## src/pcicfg_pkg.sv

```systemverilog
// Shared types, constants and helper functions for the PCI configuration
// mechanism host bridge. No dependencies; every other file in src uses it.
package pcicfg_pkg;

    // Configuration store geometry: four byte-lane banks of word rows.
    localparam int CONFIG_BYTES = 256;
    localparam int LANES        = 4;
    localparam int WORD_DEPTH   = CONFIG_BYTES / LANES;
    localparam int WORD_W       = $clog2(WORD_DEPTH);
    localparam int ADDR_W       = WORD_W + 2;

    // Transaction kinds and port decode.
    localparam logic       KIND_READ     = 1'b0;
    localparam logic       KIND_WRITE    = 1'b1;
    localparam logic [2:0] OFF_ADDR      = 3'd0;
    localparam int         DATA_PORT_BIT = 2;
    localparam logic [2:0] FULL_SIZE     = 3'd4;
    localparam int         ENABLE_BIT    = 31;

    // Write-protected register ranges (BARs and expansion ROM base).
    localparam logic [7:0] BAR_LO = 8'h10;
    localparam logic [7:0] BAR_HI = 8'h28;
    localparam logic [7:0] ROM_LO = 8'h30;
    localparam logic [7:0] ROM_HI = 8'h34;

    typedef logic [7:0]        t_byte;
    typedef logic [WORD_W-1:0] t_word_idx;

    // Where the read data of a transaction comes from.
    typedef enum logic [1:0] {
        SRC_ZERO,
        SRC_LATCH,
        SRC_DATA,
        SRC_FAIL
    } t_rd_src;

    // Per-bank request from the decoder.
    typedef struct packed {
        logic      we;
        t_word_idx waddr;
        t_byte     wdata;
        t_word_idx raddr;
        t_byte     rst_val;
    } t_bank_req;

    // Result formatting control carried alongside the bank read data.
    typedef struct packed {
        t_rd_src     src;
        logic [1:0]  rot;
        logic [31:0] mask;
        logic [31:0] latch;
    } t_rd_ctl;

    // Reset contents of the store: bridge identity, zero elsewhere.
    function automatic t_byte identity_byte(input logic [ADDR_W-1:0] a);
        t_byte b;
        unique case (a)
            ADDR_W'(8'h00): b = 8'h86;
            ADDR_W'(8'h01): b = 8'h80;
            ADDR_W'(8'h02): b = 8'h37;
            ADDR_W'(8'h03): b = 8'h12;
            ADDR_W'(8'h04): b = 8'h06;
            ADDR_W'(8'h08): b = 8'h02;
            ADDR_W'(8'h0b): b = 8'h06;
            default:        b = 8'h00;
        endcase
        return b;
    endfunction

    // Byte-lane mask for an access of n bytes (n already clamped to four).
    function automatic logic [31:0] size_mask(input logic [2:0] n);
        logic [31:0] m;
        unique case (n)
            3'd0:    m = 32'h0000_0000;
            3'd1:    m = 32'h0000_00ff;
            3'd2:    m = 32'h0000_ffff;
            3'd3:    m = 32'h00ff_ffff;
            default: m = 32'hffff_ffff;
        endcase
        return m;
    endfunction

endpackage

```

## src/pcicfg_bank.sv

```systemverilog
// One byte lane of the configuration store: a word-indexed memory with
// per-entry valid bits so that unwritten entries read their reset value.
// Depends on pcicfg_pkg.
module pcicfg_bank (
    input  logic                 i_clk,
    input  logic                 i_rst_n,
    input  logic                 i_rd_en,
    input  logic                 i_we,
    input  pcicfg_pkg::t_word_idx i_waddr,
    input  pcicfg_pkg::t_byte    i_wdata,
    input  pcicfg_pkg::t_word_idx i_raddr,
    input  pcicfg_pkg::t_byte    i_rst_val,
    output pcicfg_pkg::t_byte    o_rdata
);

    pcicfg_pkg::t_byte                     r_mem [pcicfg_pkg::WORD_DEPTH];
    logic [pcicfg_pkg::WORD_DEPTH-1:0]     r_valid;
    pcicfg_pkg::t_byte                     r_rdata;

    always_ff @(posedge i_clk) begin
        if (!i_rst_n) begin
            r_valid <= '0;
        end else if (i_we) begin
            r_valid[i_waddr] <= 1'b1;
        end
    end

    always_ff @(posedge i_clk) begin
        if (i_we) begin
            r_mem[i_waddr] <= i_wdata;
        end
    end

    // Read an entry never written as its reset value.
    always_ff @(posedge i_clk) begin
        if (i_rd_en) begin
            r_rdata <= r_valid[i_raddr] ? r_mem[i_raddr] : i_rst_val;
        end
    end

    assign o_rdata = r_rdata;

endmodule

```

## src/pcicfg_decode.sv

```systemverilog
// Decode of one bus transaction against the address latch: target select,
// range checks, per-bank read/write requests and result control.
// Depends on pcicfg_pkg.
module pcicfg_decode (
    input  logic                  i_kind,
    input  logic [2:0]            i_port_offset,
    input  logic [2:0]            i_access_size,
    input  logic [31:0]           i_write_data,
    input  logic [31:0]           i_latch,
    output pcicfg_pkg::t_bank_req o_bank [pcicfg_pkg::LANES],
    output logic                  o_latch_we,
    output pcicfg_pkg::t_rd_ctl   o_ctl
);

    logic [2:0]            n;
    logic                  selected;
    logic [7:0]            reg_addr;
    logic [1:0]            shift;
    logic                  oob;
    logic                  protect;
    logic                  data_port;
    logic                  wr_ok;
    pcicfg_pkg::t_word_idx w0;

    always_comb begin
        n         = (i_access_size > pcicfg_pkg::FULL_SIZE) ? pcicfg_pkg::FULL_SIZE
                                                              : i_access_size;
        selected  = i_latch[pcicfg_pkg::ENABLE_BIT] && (i_latch[23:8] == 16'h0000);
        reg_addr  = {i_latch[7:2], 2'b00} + {6'b000000, i_port_offset[1:0]};
        shift     = reg_addr[1:0];
        w0        = reg_addr[pcicfg_pkg::WORD_W+1:2];
        oob       = ({1'b0, reg_addr} + {6'b000000, n}) > 9'(pcicfg_pkg::CONFIG_BYTES);
        protect   = (reg_addr >= pcicfg_pkg::BAR_LO && reg_addr < pcicfg_pkg::BAR_HI) ||
                    (reg_addr >= pcicfg_pkg::ROM_LO && reg_addr < pcicfg_pkg::ROM_HI);
        data_port = i_port_offset[pcicfg_pkg::DATA_PORT_BIT];
        wr_ok     = (i_kind == pcicfg_pkg::KIND_WRITE) && data_port && selected &&
                    !oob && !protect;
        o_latch_we = (i_kind == pcicfg_pkg::KIND_WRITE) &&
                     (i_port_offset == pcicfg_pkg::OFF_ADDR) &&
                     (i_access_size == pcicfg_pkg::FULL_SIZE);
    end

    // Bank b holds byte i = (b - shift) of the access; lanes below the
    // starting lane fall in the next word.
    always_comb begin
        for (int b = 0; b < pcicfg_pkg::LANES; b++) begin
            logic [1:0]            lane;
            logic [1:0]            idx;
            pcicfg_pkg::t_word_idx w;
            lane = 2'(b);
            idx  = lane - shift;
            w    = w0 + pcicfg_pkg::t_word_idx'(lane < shift);
            o_bank[b].we      = wr_ok && ({1'b0, idx} < n);
            o_bank[b].waddr   = w;
            o_bank[b].wdata   = i_write_data[8*idx +: 8];
            o_bank[b].raddr   = w;
            o_bank[b].rst_val = pcicfg_pkg::identity_byte({w, lane});
        end
    end

    always_comb begin
        o_ctl.rot   = shift;
        o_ctl.mask  = pcicfg_pkg::size_mask(n);
        o_ctl.latch = i_latch;
        if (i_kind == pcicfg_pkg::KIND_READ && i_port_offset == pcicfg_pkg::OFF_ADDR) begin
            o_ctl.src = pcicfg_pkg::SRC_LATCH;
        end else if (i_kind == pcicfg_pkg::KIND_READ && data_port) begin
            o_ctl.src = (selected && !oob) ? pcicfg_pkg::SRC_DATA : pcicfg_pkg::SRC_FAIL;
        end else begin
            o_ctl.src = pcicfg_pkg::SRC_ZERO;
        end
    end

endmodule

```

## src/pcicfg_format.sv

```systemverilog
// Result assembly: pick zero, the latch, all ones or the bank bytes rotated
// into access order, and mask to the access size. Depends on pcicfg_pkg.
module pcicfg_format (
    input  pcicfg_pkg::t_rd_ctl i_ctl,
    input  pcicfg_pkg::t_byte   i_rdata [pcicfg_pkg::LANES],
    output logic [31:0]         o_read_data
);

    logic [31:0] raw;
    logic [63:0] both;
    logic [31:0] rotated;

    always_comb begin
        raw     = {i_rdata[3], i_rdata[2], i_rdata[1], i_rdata[0]};
        both    = {raw, raw} >> {i_ctl.rot, 3'b000};
        rotated = both[31:0];
        unique case (i_ctl.src)
            pcicfg_pkg::SRC_ZERO:  o_read_data = 32'h0000_0000;
            pcicfg_pkg::SRC_LATCH: o_read_data = i_ctl.latch & i_ctl.mask;
            pcicfg_pkg::SRC_DATA:  o_read_data = rotated & i_ctl.mask;
            pcicfg_pkg::SRC_FAIL:  o_read_data = i_ctl.mask;
            default:               o_read_data = 32'h0000_0000;
        endcase
    end

endmodule

```

## src/pci_config_mechanism_host_bridge.sv

```systemverilog
// Top level of the PCI configuration mechanism host bridge.
// Depends on pcicfg_pkg, pcicfg_decode, pcicfg_bank and pcicfg_format.
//
// Configuration address/data port pair in front of a single host bridge
// (bus 0, device 0, function 0). Port offset 0 is the 32-bit address latch
// (a write needs exactly four bytes); offsets 4 to 7 are the data byte
// lanes into a 256-byte configuration store that resets to the bridge
// identity. Every transaction, read or write, returns one result; writes
// and reads at offsets 1 to 3 return zero. The block takes one transaction
// per cycle while the output is not stalled, and passes each through the
// input register, where the latch and store are decoded, written and
// read, and then the result stage fed by the registered bank reads. The
// store is four byte-lane banks, each read and written at one address per
// cycle, so a four-byte access that crosses a word row still completes in
// one pass. Reset is immediate: per-entry valid bits make unwritten entries
// read as their reset value, with no clearing pass. The input register
// can still take a transaction while a finished result waits under output
// stall, and backs up only when both stages are full and the output stalls.
module pci_config_mechanism_host_bridge (
    input  logic        i_clk,
    input  logic        i_rst_n,
    input  logic        i_valid,
    output logic        o_stall,
    input  logic        i_kind,
    input  logic [2:0]  i_port_offset,
    input  logic [2:0]  i_access_size,
    input  logic [31:0] i_write_data,
    output logic        o_valid,
    input  logic        i_stall,
    output logic [31:0] o_read_data
);

    // Input register (decode stage).
    logic        r_v1;
    logic        r_kind;
    logic [2:0]  r_off;
    logic [2:0]  r_size;
    logic [31:0] r_wdata;

    // Address latch.
    logic [31:0] r_latch;

    // Result stage.
    logic                r_v2;
    pcicfg_pkg::t_rd_ctl r_ctl;

    logic en2;
    logic adv1;
    logic load1;

    pcicfg_pkg::t_bank_req bank_req [pcicfg_pkg::LANES];
    pcicfg_pkg::t_byte     bank_q   [pcicfg_pkg::LANES];
    pcicfg_pkg::t_rd_ctl   ctl;
    logic                  latch_we;

    // Result stage can take a new transaction when empty or being drained.
    assign en2   = !r_v2 || !i_stall;
    // A transaction leaves the decode stage: commit its side effects.
    assign adv1  = r_v1 && en2;
    assign load1 = !r_v1 || en2;

    assign o_stall = !load1;
    assign o_valid = r_v2;

    always_ff @(posedge i_clk) begin
        if (!i_rst_n) begin
            r_v1 <= 1'b0;
        end else if (load1) begin
            r_v1 <= i_valid;
        end
    end

    // Hold the payload until the decode stage advances.
    always_ff @(posedge i_clk) begin
        if (load1 && i_valid) begin
            r_kind  <= i_kind;
            r_off   <= i_port_offset;
            r_size  <= i_access_size;
            r_wdata <= i_write_data;
        end
    end

    always_ff @(posedge i_clk) begin
        if (!i_rst_n) begin
            r_latch <= '0;
        end else if (adv1 && latch_we) begin
            r_latch <= r_wdata;
        end
    end

    always_ff @(posedge i_clk) begin
        if (!i_rst_n) begin
            r_v2 <= 1'b0;
        end else if (en2) begin
            r_v2 <= r_v1;
        end
    end

    always_ff @(posedge i_clk) begin
        if (adv1) begin
            r_ctl <= ctl;
        end
    end

    pcicfg_decode u_decode (
        .i_kind        (r_kind),
        .i_port_offset (r_off),
        .i_access_size (r_size),
        .i_write_data  (r_wdata),
        .i_latch       (r_latch),
        .o_bank        (bank_req),
        .o_latch_we    (latch_we),
        .o_ctl         (ctl)
    );

    // One bank per byte lane; reads are registered into the result stage.
    for (genvar b = 0; b < pcicfg_pkg::LANES; b++) begin : g_bank
        pcicfg_bank u_bank (
            .i_clk     (i_clk),
            .i_rst_n   (i_rst_n),
            .i_rd_en   (adv1),
            .i_we      (adv1 && bank_req[b].we),
            .i_waddr   (bank_req[b].waddr),
            .i_wdata   (bank_req[b].wdata),
            .i_raddr   (bank_req[b].raddr),
            .i_rst_val (bank_req[b].rst_val),
            .o_rdata   (bank_q[b])
        );
    end

    pcicfg_format u_format (
        .i_ctl       (r_ctl),
        .i_rdata     (bank_q),
        .o_read_data (o_read_data)
    );

    // The latch changes only when a full-size address-port write commits.
    a_latch_src: assert property (@(posedge i_clk) disable iff (!i_rst_n)
        $past(i_rst_n) && (r_latch != $past(r_latch)) |->
            $past(adv1 && r_kind == pcicfg_pkg::KIND_WRITE &&
                  r_off == pcicfg_pkg::OFF_ADDR))
        else $error("address latch changed without a latch write");

    // Reads never write the store.
    a_read_no_write: assert property (@(posedge i_clk) disable iff (!i_rst_n)
        r_v1 && r_kind == pcicfg_pkg::KIND_READ |->
            !(bank_req[0].we || bank_req[1].we || bank_req[2].we || bank_req[3].we))
        else $error("store write decoded for a read transaction");

    // Store writes only reach an enabled target.
    a_write_enabled: assert property (@(posedge i_clk) disable iff (!i_rst_n)
        (bank_req[0].we || bank_req[1].we || bank_req[2].we || bank_req[3].we) |->
            r_latch[pcicfg_pkg::ENABLE_BIT])
        else $error("store write with target disabled");

    // A committed write shows up next cycle as a zero result.
    a_write_zero: assert property (@(posedge i_clk) disable iff (!i_rst_n)
        adv1 && r_kind == pcicfg_pkg::KIND_WRITE |=>
            o_valid && (o_read_data == 32'h0000_0000))
        else $error("write transaction returned nonzero data");

endmodule

```

## config.mk

```make
export PLATFORM = sky130hd
export DESIGN_NAME = pci_config_mechanism_host_bridge
export DESIGN_NICKNAME = d
export VERILOG_FILES = /design/src/pcicfg_pkg.sv /design/src/pcicfg_bank.sv /design/src/pcicfg_decode.sv /design/src/pcicfg_format.sv /design/src/pci_config_mechanism_host_bridge.sv
export SDC_FILE = /design/constraint.sdc
export NUM_CORES = 2
export LEC_CHECK = 0
export BUFFER_PORTS_ARGS = -buffer_cell sky130_fd_sc_hd__buf_2
export CAP_MARGIN = 20
export CELL_PAD_IN_SITES_DETAIL_PLACEMENT = 2
export CELL_PAD_IN_SITES_GLOBAL_PLACEMENT = 2
export CORE_MARGIN = 3
export CORE_UTILIZATION = 50
export DETAILED_ROUTE_END_ITERATION = 10
export GPL_ROUTABILITY_DRIVEN = 0
export GPL_TIMING_DRIVEN = 0
export PLACE_DENSITY_LB_ADDON = 0.08
export SLEW_MARGIN = 20
export SYNTH_ARGS = -nofsm -noshare
export SYNTH_HDL_FRONTEND = slang
export SYNTH_HIERARCHICAL = 1
export SYNTH_SLANG_ARGS = --single-unit
export TNS_END_PERCENT = 10
```

## constraint.sdc

```tcl
create_clock -name i_clk -period 5.7 [get_ports i_clk]
set_input_delay 0.57 -clock i_clk [delete_from_list [all_inputs] [get_ports i_clk]]
set_output_delay 0.57 -clock i_clk [all_outputs]
set_load 0.01 [all_outputs]
```

Word level (Yosys, flattened, before mapping)
Memories as Yosys holds them, arrays and structs flattened.
Cells that the tools add are included.
Word-level totals
  bits of input ports: 43
  memories kept: 4
  RAM bits: 2048
  word-level logic and storage cells: 161
  output and inout port bits: 34
  flip-flop bits (word level): 429
Memory list
  g_bank[0].u_bank.r_mem: words 64, width 8, rd ports 1, clocked after memory_dff 0, write ports 1, line pcicfg_bank.sv:16  | pcicfg_pkg::t_byte r_mem [pcicfg_pkg::WORD_DEPTH];
  g_bank[1].u_bank.r_mem: words 64, width 8, rd ports 1, clocked after memory_dff 0, write ports 1, line pcicfg_bank.sv:16
  g_bank[2].u_bank.r_mem: words 64, width 8, rd ports 1, clocked after memory_dff 0, write ports 1, line pcicfg_bank.sv:16
  g_bank[3].u_bank.r_mem: words 64, width 8, rd ports 1, clocked after memory_dff 0, write ports 1, line pcicfg_bank.sv:16
Operators by class
  $lt $le $gt $ge: 22
  bitwise logic cells: 8
  reductions and logical operators: 45
  $add $sub $neg: 10
  muxes and demuxes: 37
  equal/unequal tests: 10
  shift-type cells: 5
Operator list (count)
  64-bit OR: 4
  32-bit one-hot mux with 4 select lines: 2
  32-bit by 6-bit indexed part select with 8-bit output: 4
  32-bit bitwise AND: 2
  64-bit by 5-bit right shift with 32-bit output: 1
  8-bit 2-to-1 mux: 5
  6-bit by 7-bit less-than comparator with 1-bit output (second input constant): 4
  1-bit logical AND: 27
  6-bit by 1-bit adder with 6-bit output: 4
  1-bit binary-select mux with 6-bit select: 4
  1-bit demux with 6-bit select: 4
  6-bit by 1-bit greater-or-equal comparator with 1-bit output (second input constant): 4
  6-bit zero test: 4
  8-bit one-hot mux with 3 select lines: 1
  1-bit 2-to-1 mux: 18
  16-bit zero test: 1
  8-bit by 6-bit less-than comparator with 1-bit output (second input constant): 2
  6-bit by 2-bit equality test with 1-bit output (second input constant): 2
  2-bit by 3-bit less-than comparator with 1-bit output: 4
  5-bit one-hot mux with 2 select lines: 1
  8-bit by 3-bit adder with 9-bit output: 1
  9-bit > comparator (second input constant): 1
  8-bit by 2-bit adder with 8-bit output: 1
  8-bit by 5-bit greater-or-equal comparator with 1-bit output (second input constant): 1
  20 further kinds: 35

Longest topological paths before layout
  word-level depth: 11
  gate-level depth with buffers: 17
  depth with buffers taken out: 13

Modules after synthesis
The synthesis kept the hierarchy.
Modules (own cells, without submodules)
  pcicfg_bank: cells an instance 1094, area each 22348.9 sq um, times used 4, seq. area each 16896.2 sq um
  pci_config_mechanism_host_bridge: cells an instance 260, area each 4636.9 sq um, times used 1, seq. area each 3893.7 sq um
  pcicfg_decode: cells an instance 265, area each 2462.4 sq um, times used 1, seq. area each 0.0 sq um
  pcicfg_format: cells an instance 221, area each 1371.3 sq um, times used 1, seq. area each 0.0 sq um

Worst setup path after synthesis
Ideal clock, no wire load.
  path kind: reg2reg
  start point: register r_off[1]
  end point: memory g_bank[2].u_bank/r_mem[40][0] (netlist name) (enable)
  slack: 1346 ps
  data required time: 5314 ps
  period minus slack after synthesis: 4354 ps
  arrival: 3968 ps
  cell stages (with the launch flop): 15
  path buffers: 4
  cells stage by stage: edfxtp_1 > clkbuf_1 > buf_2 > inv_1 > ha_1 > buf_2 > buf_1 > inv_1 > ha_1 > a21oi_1 > o211a_1 > and3_2 > nor2b_1 > nand3_1 > nor3_1
RTL lines
  start, declared: line pci_config_mechanism_host_bridge.sv:36  | logic [2:0] r_off;
  start signal, assigned: line pci_config_mechanism_host_bridge.sv:77  | r_off <= i_port_offset;
  end, declared: line pcicfg_bank.sv:16

==> impl_metrics.ini <==
[power]
p_leak_nw = 35.7
internal-power_mw = 31.2
combPwrFrac = 0.039
vdd_drop_max_v = 0.000393
p_per_area_mw_per_mm2 = 357
clkPwrFrac = 0.455
power_switching_share = 0.215
power_frac_seq = 0.507
p_sw_mw = 8.56

[global_routing]
antenna_found_initial = 10
first_global_vias = 58815
use_met1 = 0.432
grtUsageTotal = 0.326
grt-ovfl-total = 0
grt_max_degree = 65
busiest_layer = met2
grt_pass1_wl_um = 463000
grtUsageMet3 = 0.0445
grtUsageMet2 = 0.539

[sta]
setup_violations = 77
rsz0062_at_grt = yes
slew_violations = 0
post-route-period-util = 1.03
fin_skew_ps = 47.1
whs_ps = 52.4
slew_headroom = 0.209
fin_ws_ps = -165
period_needed_ps = 5860
timing.fmax_mhz = 171
hold_viol = 0
worst_slew_pin_slew_ps = 1180

[clock_tree]
clock_latency_ps = 950
clock_sinks = 2477
cts_tree = yes
cts_root_buf = clkbuf_16
cts_buffer_depth = 4
htreeDepth = 5
clk_pin_slew_ps = 60
cts_buffers = 283

[logic_synthesis]
ys.flop_type = edfxtp_1
synth-seq-area-share = 0.730
postSynthAreaPerCell_um2 = 19.1
synth_cells = 5122
synth_top_area_cell = edfxtp_1
yosys-top-cells-area = edfxtp_1 67%, mux4_2 13%, dfxtp_1 5.9%
synth_cell_types = 58
synth_edf_count = 2187
synth_seq_cells = 2477
yosys_warnings = 6
ys_async_sr_fraction = 0
synth_top_area_share = 0.671
syn_area_mm2 = 0.0979

[layout]
mostFrequentLayoutCell = edfxtp_1
final_area_mm2 = 0.112
final_cell_mix = 2187 x edfxtp_1, 552 x mux4_2, 291 x clkbuf_16, 289 x dfxtp_1, 269 x nor2_1
layout-drive-gt1-share = 0.248
area_growth_pct = 14.0
fin_nets = 5627

[floorplanning]
core_area_mm2 = 0.194
start_util = 0.506
die_h_um = 448
die-area_mm2 = 0.201
die_x_um = 448
rows = 161
ios = 77

[routing]
initialDrtViolationCount = 5967
wl_per_cell_um = 38.7
num_vias = 54809
postRouteAntennaNets = 0
avgViaCountPerCell = 6.54
drt-pass1-iter-count = 5
wl_um = 324000
drc_errors = 0

[setup_path]
path_cells = buf_2 > buf_2 > inv_1 > ha_1 > buf_2 > buf_1 > inv_1 > ha_1 > a21oi_1 > o211a_1 > and3_2 > nor2b_1 > nand2_1 > nor2_1
slowest_delay_ps = 970
setup.worst_path.start_class = flop
required_ps = 6250
crit_fanout = 10
reg2reg_slack_ps = -160
cp_slowest_cell = nor2_1
arrival_ps = 6410
worst_setup_path_end_kind = flop
critPathBufInv = 6
path_common_cell = buf_2
worst-setup-path-type = flop to flop
crit_family = simple AND/OR/NAND/NOR gates

[outcome]
violations = negative setup slack
outcome = finished with violations

[placed_design]
placed_area_mm2 = 0.102
hpwl_um = 208000
portBuffers = 75

[hold_path]
hold_path.class = input pin to flop

[flow_run]
drv_cap = 0
==> flip-flops by register name (all words and copies together) (netlist names) <==
register,flops
g_bank.u_bank/o_rdata,32
r_v1,1
g_bank.u_bank/r_mem,2048
r_wdata,32
r_kind,1
r_latch,32
r_off,3
g_bank.u_bank/r_valid,256
o_valid,1
r_size,3
r_ctl,68
==> Yosys cell counts (all sizes together), types with 2 or more instances <==
| library cell | number |
|---|---|
| and3 | 9 |
| nand2 | 93 |
| mux2 | 40 |
| mux4 | 600 |
| nand2b | 36 |
| xnor2 | 9 |
| a21oi | 140 |
| mux2i | 97 |
| edfxtp | 2187 |
| o21ai | 39 |
| and2 | 6 |
| a21o | 2 |
| o22ai | 4 |
| nand4 | 12 |
| buf | 247 |
| dfxtp | 290 |
| nand3 | 43 |
| nand3b | 4 |
| clkbuf | 183 |
| a22oi | 256 |
| or2 | 5 |
| nor2 | 325 |
| o221ai | 8 |
| o211ai | 5 |
| o21a | 257 |
| nor3 | 25 |
| nor2b | 32 |
| nor4 | 2 |
| xor2 | 3 |
| or3 | 6 |
| ha | 19 |
| or4 | 35 |
| o211a | 4 |
| inv | 44 |
| o311a | 38 |
| a22o | 4 |
| a31oi | 4 |
==> cell families after synthesis <==
family	synth area share
compound gates	0.0553
xor+xnor	0.00107
fa+ha+maj	0.00263
buf+inv	0.0273
flops	0.730
mux	0.153
other cells	0.0000383
simple gates	0.0301
==> worst min-delay path, stage by stage <==
cell and delay, ps:
buf_2 180, nand2_1 90, mux2i_1 60
==> path summary, 6_finish.rpt <==
check                                                      to  cells after the start        start
worst min-delay path                               r_latch[0]                      3      i_rst_n
worst max-delay path            g_bank[2].u_bank/r_mem[60][3]                     14     r_off[0]
worst min register to register                    r_latch[27]                      2  r_latch[27]
worst max register to register  g_bank[2].u_bank/r_mem[60][3]                     14     r_off[0]
==> layer usage <==
| layer | up-vias | wire length, um | part of all wire |
|---|---|---|---|
| li1 | 21652 | - | - |
| met1 | 30038 | 126000 | 0.39 |
| met2 | 2470 | 161000 | 0.50 |
| met3 | 647 | 19500 | 0.060 |
| met4 | 2 | 17600 | 0.054 |
| met5 | - | 7 | 0.000022 |
==> power by group through the flow <==
stage	Sequential, mW	Clock (mW)	Combinational (mW)
6_report	20.2	18.1	1.54
3_3_place_gp	20.6	0	1.39
2_1_floorplan	20.5	0	0.809
5_1_grt	20.2	19.0	1.65
3_5_place_dp	20.6	0	1.54
4_1_cts	20.2	18.3	1.58
==> area by class of cell <==
| type | count | area [um^2] |
|---|---|---|
| clock buffers | 394 | 7930 |
| clock inverters | 99 | 1040 |
| diodes | 6 | 15.0 |
| well taps | 2608 | 3260 |
| repair buffers | 138 | 983 |
| fillers | 16007 | 82000 |
| flip-flops and latches | 2477 | 71500 |
| inverters | 44 | 165 |
| plain buffers | 430 | 2530 |
| multi-input cells | 2190 | 24100 |
==> metrics by stage <==
stage	worst slack [ps]	setup TNS, ps	cells	utilization	power [mW]
final	-165	-7550	8386	0.576	39.8
after floorplan	1350	0	5141	-	21.3
after global placement	-541	-19680	7824	0.525	22.0
after global routing	-332	-26330	8384	0.576	40.8
after CTS	-84.4	-1660	8377	0.575	40.0
after detailed placement	-606	-55680	7842	0.526	22.1
==> what timing repair did <==
action	in CTS	in global routing
resized for setup	15	40
setup buffers	1	0
hold buffers	41	0
setup endpoints to repair	295	295
hold endpoints to repair	41	0
Note: power is estimated with default switching activity, not from simulation.
